--- config.mk ---
export PLATFORM = sky130hd
export DESIGN_NAME = persistence_qualified_thermostat_top
export DESIGN_NICKNAME = d
export VERILOG_FILES = /design/src/design/pqt_pkg.sv /design/src/design/persistence_qualified_thermostat_top.sv
export SDC_FILE = /design/constraint.sdc
export NUM_CORES = 1
export LEC_CHECK = 0
export ABC_AREA = 1
export BUFFER_PORTS_ARGS = -buffer_cell sky130_fd_sc_hd__buf_2
export CORE_ASPECT_RATIO = 1.25
export CORE_MARGIN = 4
export CORE_UTILIZATION = 38
export DETAILED_ROUTE_END_ITERATION = 16
export SETUP_SLACK_MARGIN = 0.5
export SYNTH_ARGS = -nofsm -noshare
export SYNTH_HDL_FRONTEND = slang
export SYNTH_SLANG_ARGS = --single-unit
--- constraint.sdc ---
create_clock -name clk -period 3.6 [get_ports clk]
set_input_delay 0.18 -clock clk [delete_from_list [all_inputs] [get_ports clk]]
set_output_delay 0.18 -clock clk [all_outputs]
set_load 0.01 [all_outputs]
--- src/design/pqt_pkg.sv ---
`timescale 1ns / 1ps
// ----------------------------------------------------------------------------
// pqt_pkg
// Types, codes and reset values for the persistence-qualified thermostat.
// ----------------------------------------------------------------------------
package pqt_pkg;

	localparam int TEMP_W  = 16;
	localparam int COUNT_W = 8;
	localparam int CFG_W   = 16;
	localparam int IDX_W   = 3;

	// Controller phase
	typedef enum logic [1:0] {
		MODE_WATCH = 2'd0,
		MODE_HEAT  = 2'd1,
		MODE_COOL  = 2'd2
	} mode_t;

	// How a run ended
	typedef enum logic [2:0] {
		END_NONE      = 3'd0,
		END_NO_ACTION = 3'd1,
		END_HEATED    = 3'd2,
		END_COOLED    = 3'd3,
		END_FAILED    = 3'd4
	} run_end_t;

	// Per-sample decision
	typedef enum logic [2:0] {
		VERD_NONE    = 3'd0,
		VERD_LOW     = 3'd1,
		VERD_HIGH    = 3'd2,
		VERD_NORMAL  = 3'd3,
		VERD_TIMEOUT = 3'd4
	} verdict_t;

	// Configuration register indexes
	typedef enum logic [IDX_W-1:0] {
		REG_LOW_LIMIT   = 3'd0,
		REG_LOW_HOLD    = 3'd1,
		REG_HIGH_LIMIT  = 3'd2,
		REG_HIGH_HOLD   = 3'd3,
		REG_NORMAL_HOLD = 3'd4,
		REG_WINDOW_LEN  = 3'd5
	} reg_idx_t;

	// Reset values
	localparam logic signed [TEMP_W-1:0] RST_LOW_LIMIT   = 16'sd120;
	localparam logic        [COUNT_W-1:0] RST_LOW_HOLD   = 8'd5;
	localparam logic signed [TEMP_W-1:0] RST_HIGH_LIMIT  = 16'sd180;
	localparam logic        [COUNT_W-1:0] RST_HIGH_HOLD  = 8'd5;
	localparam logic        [COUNT_W-1:0] RST_NORMAL_HOLD = 8'd5;
	localparam logic        [COUNT_W-1:0] RST_WINDOW_LEN = 8'd60;

	// Saturating 8-bit increment
	function automatic logic [COUNT_W-1:0] sat_inc(input logic [COUNT_W-1:0] c);
		sat_inc = (c == {COUNT_W{1'b1}}) ? c : c + COUNT_W'(1);
	endfunction

endpackage

--- src/design/persistence_qualified_thermostat_top.sv ---
`timescale 1ns / 1ps
// ----------------------------------------------------------------------------
// persistence_qualified_thermostat_top
// Bang-bang thermostat with persistence qualification. Takes one signed
// temperature sample per transaction and returns one result per sample: the
// echoed sample, the four actuator drives, the phase after the sample and a
// run-end code. A sample is accepted every cycle as long as the output
// register is empty or being drained; its result is written into that register
// when the sample is accepted, so throughput is one sample per clock and is
// set only by the output handshake. Configuration is a plain write port and
// is expected to change only while the block is idle.
// ----------------------------------------------------------------------------
module persistence_qualified_thermostat_top
	import pqt_pkg::*;
(
	input  logic                      clk,
	input  logic                      arst_n,
	// sample channel
	input  logic                      in_valid,
	output logic                      in_ready,
	input  logic signed [TEMP_W-1:0]  sample,
	// result channel
	output logic                      out_valid,
	input  logic                      out_ready,
	output logic signed [TEMP_W-1:0]  shown_temp,
	output logic                      compressor_on,
	output logic                      compressor_fan_on,
	output logic                      heater_on,
	output logic                      circulation_fan_on,
	output logic [1:0]                phase,
	output logic [2:0]                run_end,
	// configuration
	input  logic                      cfg_we,
	input  logic [IDX_W-1:0]          cfg_index,
	input  logic [CFG_W-1:0]          cfg_data
);

	// Configuration registers
	logic signed [TEMP_W-1:0]  low_limit_q, high_limit_q;
	logic [COUNT_W-1:0]        low_hold_q, high_hold_q, normal_hold_q, window_len_q;

	// Controller state
	mode_t                     mode_q;
	logic [COUNT_W-1:0]        cold_q, warm_q, inband_q, window_q;

	// Next-state and result logic
	logic                      accept;
	logic [COUNT_W-1:0]        win_len;
	logic [COUNT_W-1:0]        win_nx, cold_nx, warm_nx, inband_nx;
	verdict_t                  verdict;
	mode_t                     mode_nx;
	run_end_t                  end_nx;

	assign in_ready = !out_valid || out_ready;
	assign accept   = in_valid && in_ready;

	// Configuration writes; unused indexes are ignored
	always_ff @(posedge clk or negedge arst_n) begin
		if (!arst_n) begin
			low_limit_q   <= RST_LOW_LIMIT;
			low_hold_q    <= RST_LOW_HOLD;
			high_limit_q  <= RST_HIGH_LIMIT;
			high_hold_q   <= RST_HIGH_HOLD;
			normal_hold_q <= RST_NORMAL_HOLD;
			window_len_q  <= RST_WINDOW_LEN;
		end else if (cfg_we) begin
			case (cfg_index)
				REG_LOW_LIMIT:   low_limit_q   <= cfg_data;
				REG_LOW_HOLD:    low_hold_q    <= cfg_data[COUNT_W-1:0];
				REG_HIGH_LIMIT:  high_limit_q  <= cfg_data;
				REG_HIGH_HOLD:   high_hold_q   <= cfg_data[COUNT_W-1:0];
				REG_NORMAL_HOLD: normal_hold_q <= cfg_data[COUNT_W-1:0];
				REG_WINDOW_LEN:  window_len_q  <= cfg_data[COUNT_W-1:0];
				default: ;
			endcase
		end
	end

	// Zero window length behaves as one sample
	assign win_len = (window_len_q == '0) ? COUNT_W'(1) : window_len_q;

	// Classify the sample and update the persistence counters
	always_comb begin
		win_nx    = sat_inc(window_q);
		cold_nx   = '0;
		warm_nx   = '0;
		inband_nx = inband_q;
		verdict   = VERD_NONE;
		if (sample < low_limit_q) begin
			cold_nx = sat_inc(cold_q);
			if (cold_nx > low_hold_q) verdict = VERD_LOW;
		end else if (sample > high_limit_q) begin
			warm_nx = sat_inc(warm_q);
			if (warm_nx > high_hold_q) verdict = VERD_HIGH;
		end else begin
			inband_nx = sat_inc(inband_q);
			if (inband_nx > normal_hold_q) verdict = VERD_NORMAL;
		end
		// timeout only when no decision was taken on this sample
		if (verdict == VERD_NONE && win_nx >= win_len) verdict = VERD_TIMEOUT;
	end

	// Phase transitions and run-end code
	always_comb begin
		mode_nx = mode_q;
		end_nx  = END_NONE;
		if (verdict != VERD_NONE) begin
			if (mode_q == MODE_WATCH) begin
				case (verdict)
					VERD_LOW:  mode_nx = MODE_HEAT;
					VERD_HIGH: mode_nx = MODE_COOL;
					default:   end_nx  = END_NO_ACTION;
				endcase
			end else begin
				if (verdict == VERD_NORMAL)
					end_nx = (mode_q == MODE_HEAT) ? END_HEATED : END_COOLED;
				else
					end_nx = END_FAILED;
				mode_nx = MODE_WATCH;
			end
		end
	end

	// Controller state; any verdict opens a fresh window
	always_ff @(posedge clk or negedge arst_n) begin
		if (!arst_n) begin
			mode_q   <= MODE_WATCH;
			cold_q   <= '0;
			warm_q   <= '0;
			inband_q <= '0;
			window_q <= '0;
		end else if (accept) begin
			mode_q <= mode_nx;
			if (verdict != VERD_NONE) begin
				cold_q   <= '0;
				warm_q   <= '0;
				inband_q <= '0;
				window_q <= '0;
			end else begin
				cold_q   <= cold_nx;
				warm_q   <= warm_nx;
				inband_q <= inband_nx;
				window_q <= win_nx;
			end
		end
	end

	// Output register: valid flag
	always_ff @(posedge clk or negedge arst_n) begin
		if (!arst_n) begin
			out_valid <= 1'b0;
		end else if (accept) begin
			out_valid <= 1'b1;
		end else if (out_ready) begin
			out_valid <= 1'b0;
		end
	end

	// Output register: payload
	always_ff @(posedge clk) begin
		if (accept) begin
			shown_temp         <= sample;
			compressor_on      <= (mode_nx == MODE_COOL);
			compressor_fan_on  <= (mode_nx == MODE_COOL);
			heater_on          <= (mode_nx == MODE_HEAT);
			circulation_fan_on <= (mode_nx != MODE_WATCH);
			phase              <= mode_nx;
			run_end            <= end_nx;
		end
	end

endmodule

Yosys cells after proc, flatten, opt, wreduce, memory -nomap -nowiden
Cells that the tools add are included.
{"block": "classes", "addsub": 4, "magnitude_cmp": 6, "n_eq_ne": 17, "n_mux": 29, "reduce_logical": 19}
{"op": "$mux W8", "count": 14}
{"op": "$add A8 B1 Y8 const B", "count": 4}
{"op": "$eq A8 B8 Y1 const B", "count": 4}
{"op": "$gt A8 B8 Y1", "count": 3}
{"op": "$gt A16 B16 Y1", "count": 1}
{"op": "$lt A16 B16 Y1", "count": 1}
{"op": "$mux W3", "count": 5}
{"op": "$eq A3 B2 Y1 const B", "count": 4}
{"op": "$reduce_and A2 Y1", "count": 6}
{"op": "$ge A8 B8 Y1", "count": 1}
{"op": "$logic_not A8 Y1", "count": 1}
{"op": "$mux W2", "count": 4}
{"op": "$eq A3 B1 Y1 const B", "count": 2}
{"op": "$eq A3 B3 Y1 const B", "count": 2}
{"op": "$logic_not A3 Y1", "count": 2}
{"op": "$mux W1", "count": 5}
{"op": "$eq A2 B1 Y1 const B", "count": 2}
{"op": "$ne A2 B1 Y1 const B", "count": 2}
{"op": "$pmux W2 S2", "count": 1}
{"op": "$reduce_bool A2 Y1", "count": 2}
{"op": "$reduce_and A3 Y1", "count": 1}
{"op": "$reduce_bool A3 Y1", "count": 1}
{"op": "$eq A2 B2 Y1 const B", "count": 1}
{"op": "$logic_and A1 B1 Y1", "count": 2}
{"op": "4 further kinds", "count": 4}
{"block": "word_totals", "ff_bits": 123, "input_bits": 40, "out_inout_bits": 27, "wordCells": 93}

Depth between registers and ports, before layout
Gate-level depths: netlist of run 1.
{"block": "logic_depth", "ltp_word": 14, "depth_mapped": 25, "ltp_nobuf": 25}

Worst setup path after synthesis of run 1
Ideal clock, no wire load.
{"block": "synth_timing", "path_type": "register -> register", "start": "register inband_q[0]", "end": "register inband_q[0]", "setup_ns": 0.117, "arrival_ns": 3.198, "required_time_ns": 3.483, "setup_slack_ns": 0.285, "path_stages_with_launch": 26, "path_buffers": 2, "synth_period_minus_slack_ns": 3.315, "path_cell_list": "dfrtp_1 > ha_1 > inv_1 > nor3_2 > nand3_1 > buf_2 > nand3_1 > o21ai_1 > inv_1 > ha_1 > nand2_1 > o21ai_0 > nand2_1 > nand2_1 > o21ai_0 > nand3b_1 > o21ai_0 > inv_1 > ha_1 > nand2_1 > nand2_1 > inv_2 > nand3_2 > buf_4 > nand4_1 > nand2_1"}
{"block": "synth_between", "elab_chain_len": 12, "elab_cells_between_ends": 17, "cone_classes": "add/sub (1); order compare (1); eq/ne (3); mux (8); reduce/logical (4)"}
{"item": "from (decl)", "line": "persistence_qualified_thermostat_top.sv:44", "source": "logic [COUNT_W-1:0] cold_q, warm_q, inband_q, window_q;"}
{"item": "from (signal assigned)", "line": "persistence_qualified_thermostat_top.sv:142", "source": "inband_q <= inband_nx;"}
{"item": "$add A8 B1 Y8 / $eq A8 B8 Y1 (equally long branches)", "line": "pqt_pkg.sv:58", "source": "sat_inc = (c == {COUNT_W{1'b1}}) ? c : c + COUNT_W'(1);"}
{"item": "$mux W8 *", "line": "pqt_pkg.sv:58"}
{"item": "$gt A8 B8 Y1", "line": "persistence_qualified_thermostat_top.sv:97", "source": "if (inband_nx > normal_hold_q) verdict = VERD_NORMAL;"}
{"item": "$mux W2", "line": "persistence_qualified_thermostat_top.sv:97"}
{"item": "$mux W3", "line": "persistence_qualified_thermostat_top.sv:92", "source": "end else if (sample > high_limit_q) begin"}
{"item": "$mux W3", "line": "persistence_qualified_thermostat_top.sv:89", "source": "if (sample < low_limit_q) begin"}
{"item": "$logic_not A3 Y1", "line": "persistence_qualified_thermostat_top.sv:100", "source": "if (verdict == VERD_NONE && win_nx >= win_len) verdict = VERD_TIMEOUT;"}
{"item": "$logic_and A1 B1 Y1", "line": "persistence_qualified_thermostat_top.sv:100"}
{"item": "$mux W3", "line": "persistence_qualified_thermostat_top.sv:100"}
{"item": "$reduce_bool A3 Y1", "line": "persistence_qualified_thermostat_top.sv:134", "source": "if (verdict != VERD_NONE) begin"}
{"item": "$ne A2 B1 Y1 (no source line)"}
{"item": "$reduce_and A3 Y1 (no source line)"}
Every way passes the cells marked *; elsewhere a longest branch is shown, timed or not. The select of a mux whose other input is x is not followed.
A chain may end at the register's enable or synchronous reset.

Final worst setup path of run 1
{"block": "layout_timing", "start": "register inband_q[0]", "end": "register inband_q[2]"}
The elaborated chain is that of the path after synthesis.

==> results.yml, run 1 <==
timing:
  clock_period_minus_final_worst_setup_slack_ps: 3270
  slew_headroom: 0.337
  timing_max_transition_violations_final: 0
  report.final.setup_viol: 0
  finalHoldViolations: 0
  grt_setup_unrepaired: "true"
  clock_skew_ps: 11.2
  pin_slew_with_the_least_headroom_to_its_limit_ps: 992
  maxClockFrequency_ghz: 0.306
  final.setup.worst_slack_ps: 328
  post-route-period-util: 0.909
clocking:
  clk_transition_reported_paths_ps: 60
  cts_buffers: 17
  tritoncts: "yes"
  clock-sinks: 123
  insertion_delay_ps: 410
  cts.root.buffer_cell: "clkbuf_16"
  number_of_h_tree_branching_levels: 4
  cts_max_path_buffers: 2
floorplanning:
  die_height_um: 160
  core_region_area_mm2: 0.0182
  chipWidth_um: 130
  die-area_mm2: 0.0208
  io-pin-count: 67
  rows: 55
  initial_utilization: 0.388
global_routing:
  grt_use_total: 0.171
  antenna_violations_before_repair: 0
  grt_start_max_net_pins: 41
  gr-total-overflow: 0
  first_global_vias: 5789
  grt_first_pass_wirelength_um: 28400
synth:
  syn_avg_cell_area_um2: 8.37
  synth.lib_cells_used.distinct: 39
  synth.ff_latch_count: 123
  synth_area_mm2: 0.00705
  synthesis.yosys.warnings: 0
  synthCells: 843
  seq_area_frac_synth: 0.457
  syn-num-nets: 955
cells_and_area:
  nNetsFinal: 1077
  antenna_cells_inserted: 0
  finish.instance_area_mm2: 0.00922
  mostFrequentLayoutCells: "213 x nand2_1, 129 x inv_1, 81 x dfrtp_1"
  drive_above_1_share: 0.255
  post_layout_nonfiller_instances: 1206
  layout.cells.most_common: "nand2_1"
  layout-area-overhead-vs-synth_pct: 30.7
detailed_routing:
  dr.pass1.iters: 5
  routedWlPerCell_um: 14.5
  vias: 5894
  postRouteWirelength_um: 17500
  via_per_inst: 4.89
  drt-initial-drc-count: 285
  drc_errors: 0
  final_antenna_net_count: 0
place:
  placed_cells: 1136
  dp.final_hpwl_um: 11900
  number_of_port_buffers: 66
  dpl_worst_slack_ps: -62.9
  place_congestion: 0.802
  placedInstanceArea_mm2: 0.00777
worst_setup_path:
  timing.critical_path.to_type: "flop"
  r2r_worst_path_depth: 23
  data_arrival_at_the_endpoint_of_the_critical_path_ps: 3570
  setup.worst_path.start_class: "flop"
  critical_path_class: "flop to flop"
  reg_to_reg_setup_timing_slack_ps: 330
  worst_path_required_time_ps: 3900
  largest_fanout_of_any_net_on_the_critical_path: 8
min_path:
  worstHoldPathCells: 1
  timing.hold.worst.class: "primary input to flop"
run_status:
  status: "completed"
job:
  drv_cap: 0
power_and_ir_drop:
  p_per_area_mw_per_mm2: 673
  total_leakage_power_nw: 4.65
  ir_drop_v: 0.000347
[report_power, final]
group          leakage, nW  internal, W  switching [W]
Combinational         2.87      0.00108        0.00144
Clock                0.298      0.00114       0.000626
Sequential            1.47      0.00174       0.000171
Total                 4.65      0.00397        0.00224
[metal layers]
metal	vias up	share of wire	global-route usage
li1	2983	-	-
met1	2793	0.44	0.219
met2	95	0.51	0.290
met3	23	0.030	0.0333
met4	0	0.017	0.0548
met5	-	0	0
[flip-flops by register name (all words and copies together) (netlist names)]
register	count
inband_q	8
high_hold_q	8
compressor_fan_on	1
out_valid	1
mode_q	2
window_len_q	8
normal_hold_q	8
window_q	8
low_limit_q	16
phase	2
warm_q	8
shown_temp	16
circulation_fan_on	1
low_hold_q	8
cold_q	8
heater_on	1
run_end	3
high_limit_q	16
[stage by stage]
step	utilization	power [W]	TNS [ps]	hold slack (ps)
floorplan	-	0.00317	0	-116
global placement	0.428	0.00373	0	201
detailed placement	0.428	0.00377	-199	203
CTS	0.487	0.00594	0	15.7
global route	0.508	0.00662	0	20.6
finish	0.508	0.00621	0	28.4
[critical path: stages (launching register included)]
cell and delay, ps:
dfrtp_1 400, ha_4 170, inv_1 60, nor3_4 200
buf_4 140, xnor2_1 140, nand2_1 120, ha_1 310
nand2_1 60, nor2_1 140, a211oi_2 50, nand2_1 80
o21ai_2 60, nand3b_1 170, o21ai_2 90, inv_2 100
ha_4 170, nand2_4 60, nand2_4 70, inv_6 80
nand3_4 140, buf_12 180, nand4_1 90, nand2_1 60
[synthesized netlist by cell type]
cell type	count	area, µm²
nand3b_4	1	20.0
o21a_1	3	22.5
nor2_1	33	124
nand3b_1	1	7.51
o22ai_1	6	37.5
or3_1	1	6.26
edfxtp_1	24	721
xnor2_1	5	43.8
buf_2	1	5.00
inv_1	136	510
dfrtp_1	81	2030
a21o_1	1	7.51
nor4_1	1	6.26
nand2_1	228	856
inv_2	3	11.3
nor3_2	3	30.0
nand2_2	1	6.26
o21bai_1	1	7.51
nor2_8	1	20.0
a211oi_1	3	22.5
a21oi_1	29	145
nand3_2	2	20.0
clkinv_1	1	3.75
nand3_1	32	160
nor3_1	6	30.0
o21ai_1	4	20.0
a41o_1	1	10.0
nand3_4	1	17.5
xor2_1	14	123
clkbuf_1	14	52.6
nor2_2	1	6.26
buf_1	1	3.75
dfstp_2	18	473
ha_1	72	901
o21ai_0	92	460
a31oi_1	1	6.26
o211ai_1	1	7.51
nand4_1	16	100
buf_4	3	22.5
[kinds of logic (layout without fill, tap and decap cells)]
family / Yosys count / in the layout / synth area share
flops: 123 / 123 / 0.457
buf+inv: 159 / 292 / 0.0864
compound gates: 142 / 142 / 0.106
simple gates: 328 / 330 / 0.200
xor+xnor: 19 / 19 / 0.0236
fa+ha+maj: 72 / 72 / 0.128
[layout make-up]
type	instances	area [µm²]
clock buffer	21	472
clock inverter	11	140
fill	1756	8950
inverter	140	531
multi-input combinational	563	3730
sequential	123	3220
tap	228	285
timing repair buffer	120	837
[final timing paths]
| kind | startpoint | endpoint |
|---|---|---|
| max in group asynchronous | arst_n | normal_hold_q[2] |
| hold / removal | sample[14] | shown_temp[14] |
| setup reg to reg | inband_q[0] | inband_q[2] |
| hold reg to reg | low_limit_q[8] | low_limit_q[8] |
| setup / recovery | inband_q[0] | inband_q[2] |
| min in group asynchronous | arst_n | warm_q[6] |
[what timing repair did]
action,CTS,global route
gates resized for setup,63,61
buffers inserted,9,11
pin swaps,24,33
setup endpoints to repair,42,42
cloned,1,2
hold buffers,15,0
hold endpoints to repair,42,0
Power figures use the tool's default switching activity.
==> run 2, diff against run 1 <==
CORE_ASPECT_RATIO = 0.8   (was 1.25)
clock period = 3.69 ns   (was 3.6 ns; I/O delays follow)
==> run 2 against run 1 <==
Compared with the run above: maximum frequency increased by 1.2%; final cell count about the same; largest cell class unchanged; die area unchanged; flip-flop and latch count unchanged.
==> results.yml, run 2 (synthesis results as in run 1) <==
place:
  number_of_port_buffers: 66
  dp.final_hpwl_um: 11600
  place_congestion: 0.798
job:
  drv_cap: 0
clocking:
  cts.root.buffer_cell: "clkbuf_16"
  number_of_h_tree_branching_levels: 4
  tritoncts: "yes"
  insertion_delay_ps: 420
  cts_max_path_buffers: 2
  cts_buffers: 17
  clk_transition_reported_paths_ps: 60
  clock-sinks: 123
floorplanning:
  die-area_mm2: 0.0208
  io-pin-count: 67
  chipWidth_um: 160
  rows: 44
  die_height_um: 130
  initial_utilization: 0.388
  core_region_area_mm2: 0.0182
power_and_ir_drop:
  clock_power_share: 0.283
  p_per_area_mw_per_mm2: 641
  p_switching_w: 0.00212
  ir_drop_v: 0.000311
  combinationalPowerShare: 0.397
  sw_frac_of_total: 0.365
  sequentialPowerShare: 0.320
  cell_internal_pwr_w: 0.00369
  total_power_w: 0.00581
  total_leakage_power_nw: 4.62
global_routing:
  antenna_violations_before_repair: 0
  first_global_vias: 5628
  grt_first_pass_wirelength_um: 27500
  gr-total-overflow: 0
  grt_start_max_net_pins: 64
  grt_use_total: 0.166
cells_and_area:
  layout-area-overhead-vs-synth_pct: 28.5
  layout.cells.most_common: "nand2_1"
  drive_above_1_share: 0.247
  nNetsFinal: 1076
  top_regs: "high_limit_q x16, low_limit_q x16, shown_temp x16"
  antenna_cells_inserted: 0
  mostFrequentLayoutCells: "209 x nand2_1, 129 x inv_1, 81 x dfrtp_1"
worst_setup_path:
  critical_path_class: "flop to flop"
  crit_path_cell_trace: "ha_2, nand2_2, nor3_4, nand3_4, buf_4, o21ai_4, ha_1, a21oi_1, o21ai_1, nand2_1, o211ai_1, o21ai_2, nand3_2, nand3_4, ha_2, nand2_4, inv_6, nand3_4, nor2_8, nand2_1, nand2_1"
  worst_path_required_time_ps: 4040
  critPathSlowestCell: "dfrtp_1"
  timing.critical_path.to_type: "flop"
  largest_fanout_of_any_net_on_the_critical_path: 8
  setup.worst_path.start_class: "flop"
  data_arrival_at_the_endpoint_of_the_critical_path_ps: 3590
  critical_path.max_stage_delay_ps: 350
run_status:
  status: "completed"
timing:
  maxClockFrequency_ghz: 0.309
  grt_setup_unrepaired: "true"
  finalHoldViolations: 0
  setup_tns_ps: 0
  timing_max_transition_violations_final: 0
  post-route-period-util: 0.876
  pin_slew_with_the_least_headroom_to_its_limit_ps: 1120
  slew_headroom: 0.248
  finalHoldWorstSlack_ps: 26.1
  clock_period_minus_final_worst_setup_slack_ps: 3230
  report.final.setup_viol: 0
  clock_skew_ps: 5.88
detailed_routing:
  drt-initial-drc-count: 268
  routedWlPerCell_um: 14.0
  postRouteWirelength_um: 16900
  drc_errors: 0
  vias: 5810
  via_per_inst: 4.81
  dr.pass1.iters: 4
  final_antenna_net_count: 0
min_path:
  timing.hold.worst.class: "primary input to flop"
==> run 2: changes by cell type in the layout (fill, tap and decap cells not counted), sizes merged <==
cell         before  now
bufinv            3    2
dlygate4sd3      15   16
inv             140  143
nand3            36   35
clkinvlp          2    3
clkbuf           22   18
==> run 2: layout make-up <==
type | instances | area [µm²]
inverter | 140 | 531
tap | 230 | 288
sequential | 123 | 3220
clock inverter | 14 | 146
clock buffer | 18 | 429
multi-input combinational | 562 | 3620
fill | 1742 | 9100
timing repair buffer | 120 | 833
==> run 2: metrics by stage <==
stage	setup slack, ps	instances	utilization	instance area [µm²]
final	457	1207	0.499	9070
after global placement	116	1135	0.425	7730
after detailed placement	38.4	1135	0.425	7730
after floorplan	510	843	-	7070
after global routing	216	1207	0.499	9070
after CTS	385	1197	0.481	8740
==> run 2: path summary, 6_finish.rpt <==
check | from | end | slack, ps | depth (start not counted)
min in group asynchronous | arst_n | low_limit_q[13] | 390 | 2
hold / removal | sample[15] | shown_temp[15] | 30 | 1
setup reg to reg | warm_q[0] | warm_q[0] | 460 | 21
hold reg to reg | high_limit_q[3] | high_limit_q[3] | 480 | 2
max in group asynchronous | arst_n | low_limit_q[3] | 2420 | 3
setup / recovery | warm_q[0] | warm_q[0] | 460 | 21
==> run 2: power by group through the flow <==
stage                     sequential [W]  clock (W)  combinational, W
after floorplan                  0.00188          0           0.00120
after global placement           0.00187          0           0.00169
after detailed placement         0.00187          0           0.00173
after CTS                        0.00184    0.00167           0.00205
after global routing             0.00189    0.00174           0.00261
final                            0.00186    0.00164           0.00231
==> run 2: timing repair <==
action / CTS / global route
gates resized for setup: 53 / 63
endpoints found under the setup margin: 42 / 42
hold endpoints to repair: 67 / 0
pin swaps: 28 / 29
setup buffers: 13 / 10
gates cloned: 1 / 0
hold buffers: 16 / 0
==> run 2: worst max-delay path: cells and delay by family (launching register included) <==
family                     cells  cell delay [ps]
and+or+nand+nor               11             1330
AOI/OAI and AO/OA              5              570
adders and majority gates      3              670
DFF                            1              350
buffers and inverters          2              250
==> run 2: metal layers <==
layer  track usage  share of wire  vias to the layer above  routed length (µm)
met4        0.0455          0.012                        0                 199
met1         0.230           0.50                     2732                8400
met3        0.0354          0.031                       17                 530
met2         0.267           0.46                       79                7790
li1              -              -                     2982                   -
met5             0              0                        -                   0
==> run 3, diff against run 2 <==
PLACE_DENSITY = 0.58   (was default)
clock period = 3.93 ns   (was 3.69 ns; I/O delays follow)
==> run 3 against run 2 <==
Compared with the run above: critical path type unchanged; clock skew rose by 2.7 ps; design area is 3.2% lower; global-route usage is 0.12 points higher; clock power decreased by 5%.
==> results.yml, run 3 (synthesis results as in run 1) <==
timing:
  grt_setup_unrepaired: "true"
  timing_max_transition_violations_final: 0
  slew_headroom: 0.233
  finalHoldViolations: 0
  clock_skew_ps: 8.56
  pin_slew_with_the_least_headroom_to_its_limit_ps: 1150
  setup_tns_ps: 0
  report.final.setup_viol: 0
  post-route-period-util: 0.876
  clock_period_minus_final_worst_setup_slack_ps: 3440
  finalHoldWorstSlack_ps: 24.4
  maxClockFrequency_ghz: 0.291
worst_setup_path:
  data_arrival_at_the_endpoint_of_the_critical_path_ps: 3750
  timing.critical_path.to_type: "flop"
  critical_path_class: "flop to flop"
  reg_to_reg_setup_timing_slack_ps: 490
  worst_path_required_time_ps: 4240
  cp.depth: 22
  critical-path-top-cell-by-count: "nand2_2"
  critical_path.max_stage_delay_ps: 380
  r2r_worst_path_depth: 22
  crit_path_cell_trace: "ha_2, nand2_2, nor3_4, nand3_2, nand2_4, nor2_4, xor2_2, ha_1, nand2_1, nor2_2, nand3_2, o21ai_2, nand3_1, nand3_2, ha_2, nand2_2, nand2_4, clkinv_4, nand3_4, nand3_4, nand2_2, nand2_2"
  worstReg2RegEnd: "inband_q[7]"
  setup.worst_path.start_class: "flop"
  largest_fanout_of_any_net_on_the_critical_path: 8
  critPathSlowestCell: "dfrtp_1"
  worstPathBufferInverterCount: 1
  worst_r2r_startpoint: "warm_q[1]"
  crit_family: "simple AND/OR/NAND/NOR gates"
cells_and_area:
  register_area_mm2: 0.00322
  antenna_cells_inserted: 0
  layout-area-overhead-vs-synth_pct: 24.5
  drive_above_1_share: 0.208
  postLayoutCoreUtil: 0.483
  layout.cells.most_common: "nand2_1"
  top_regs: "high_limit_q x16, low_limit_q x16, shown_temp x16"
  post_layout_nonfiller_instances: 1192
  mostFrequentLayoutCells: "213 x nand2_1, 132 x inv_1, 80 x o21ai_0, 80 x dfrtp_1, 69 x ha_1"
  layout.filler_cells: 1728
  nNetsFinal: 1061
  multiInputGateArea_mm2: 0.00346
detailed_routing:
  postRouteWirelength_um: 16700
  routedWlPerCell_um: 14.0
  dr.pass1.iters: 7
  drt-initial-drc-count: 300
  via_per_inst: 4.82
  vias: 5743
  drc_errors: 0
  final_antenna_net_count: 0
clocking:
  cts_buffers: 17
  tritoncts: "yes"
  insertion_delay_ps: 420
  cts.root.buffer_cell: "clkbuf_16"
  cts_max_path_buffers: 2
  clock-sinks: 123
  clk_transition_reported_paths_ps: 60
  number_of_h_tree_branching_levels: 4
power_and_ir_drop:
  p_per_area_mw_per_mm2: 604
  total_leakage_power_nw: 4.48
  ir_drop_v: 0.000282
global_routing:
  grt_first_pass_wirelength_um: 27500
  first_global_vias: 5379
  antenna_violations_before_repair: 0
  gr-total-overflow: 0
  grt_start_max_net_pins: 73
  grt_use_total: 0.167
floorplanning:
  chipWidth_um: 160
  io-pin-count: 67
  die-area_mm2: 0.0208
  rows: 44
  core_region_area_mm2: 0.0182
  initial_utilization: 0.388
  die_height_um: 130
place:
  number_of_port_buffers: 66
  placed_cells: 1128
  place_congestion: 0.845
  dp.final_hpwl_um: 11700
min_path:
  timing.hold.worst.class: "primary input to flop"
  hp-start: "sample[14]"
  worstHoldPathCells: 1
  whs_endpoint: "shown_temp[14]"
job:
  drv_cap: 0
run_status:
  status: "completed"
[run 3: cell types whose count changed in the layout (fill, tap and decap cells not counted), sizes merged]
cell and delta:
nand3 +1, clkinvlp -1, dlygate4sd3 -1, buf -15
inv +1, bufinv -1, clkbuf +1
[run 3: metal layers]
metal / part of all wire / GRT usage
met5: 0 / 0
met4: 0.018 / 0.0607
met3: 0.035 / 0.0398
met2: 0.43 / 0.245
met1: 0.52 / 0.242
[run 3: power breakdown]
part	switching, W	internal [W]
clock network	0.000632	0.000923
logic	0.00115	0.000836
registers	0.000160	0.00160
[run 3: per-stage QoR]
| stage | worst slack, ps | power, W | area [µm²] |
|---|---|---|---|
| 2_1_floorplan | 615 | 0.00287 | 7050 |
| 3_3_place_gp | 203 | 0.00327 | 7650 |
| 3_5_place_dp | 95.5 | 0.00329 | 7650 |
| 4_1_cts | 510 | 0.00504 | 8510 |
| 5_1_grt | 284 | 0.00570 | 8780 |
| 6_report | 489 | 0.00530 | 8780 |
[run 3: worst register-to-register path: cells and delay by family, from the launching register on]
kind                     cells  cell delay [ps]
AO/OA/AOI/OAI                1              200
XOR/XNOR                     1              150
adder cells (fa/ha/maj)      3              700
buffers and inverters        1               90
flip-flops                   1              380
AND/OR/NAND/NOR             16             1800
[run 3: layout make-up]
class,instances,area share
repair buffers,104,0.0788
inverters,140,0.0604
clock inverters,13,0.0151
well taps,230,0.0328
clock buffers,19,0.0517
flip-flops and latches,123,0.367
multi-input cells,563,0.394
[run 3: what timing repair did]
item                                    CTS  global route
gates resized for setup                  21            55
endpoints found under the hold margin    75             0
hold buffers                             15             0
pin swaps                                 3            19
gates cloned                              1             1
endpoints found under the setup margin   38            42
buffers inserted                          5            10
[run 3: how the worst max path moves through the flow]
stage	slack, ps	to	startpoint
after global placement	200	phase[1]	warm_q[0]
after floorplan	610	inband_q[0]	inband_q[0]
final	490	inband_q[7]	warm_q[1]
after detailed placement	100	phase[1]	inband_q[0]
after CTS	510	compressor_fan_on	warm_q[0]
after global routing	280	inband_q[7]	warm_q[1]
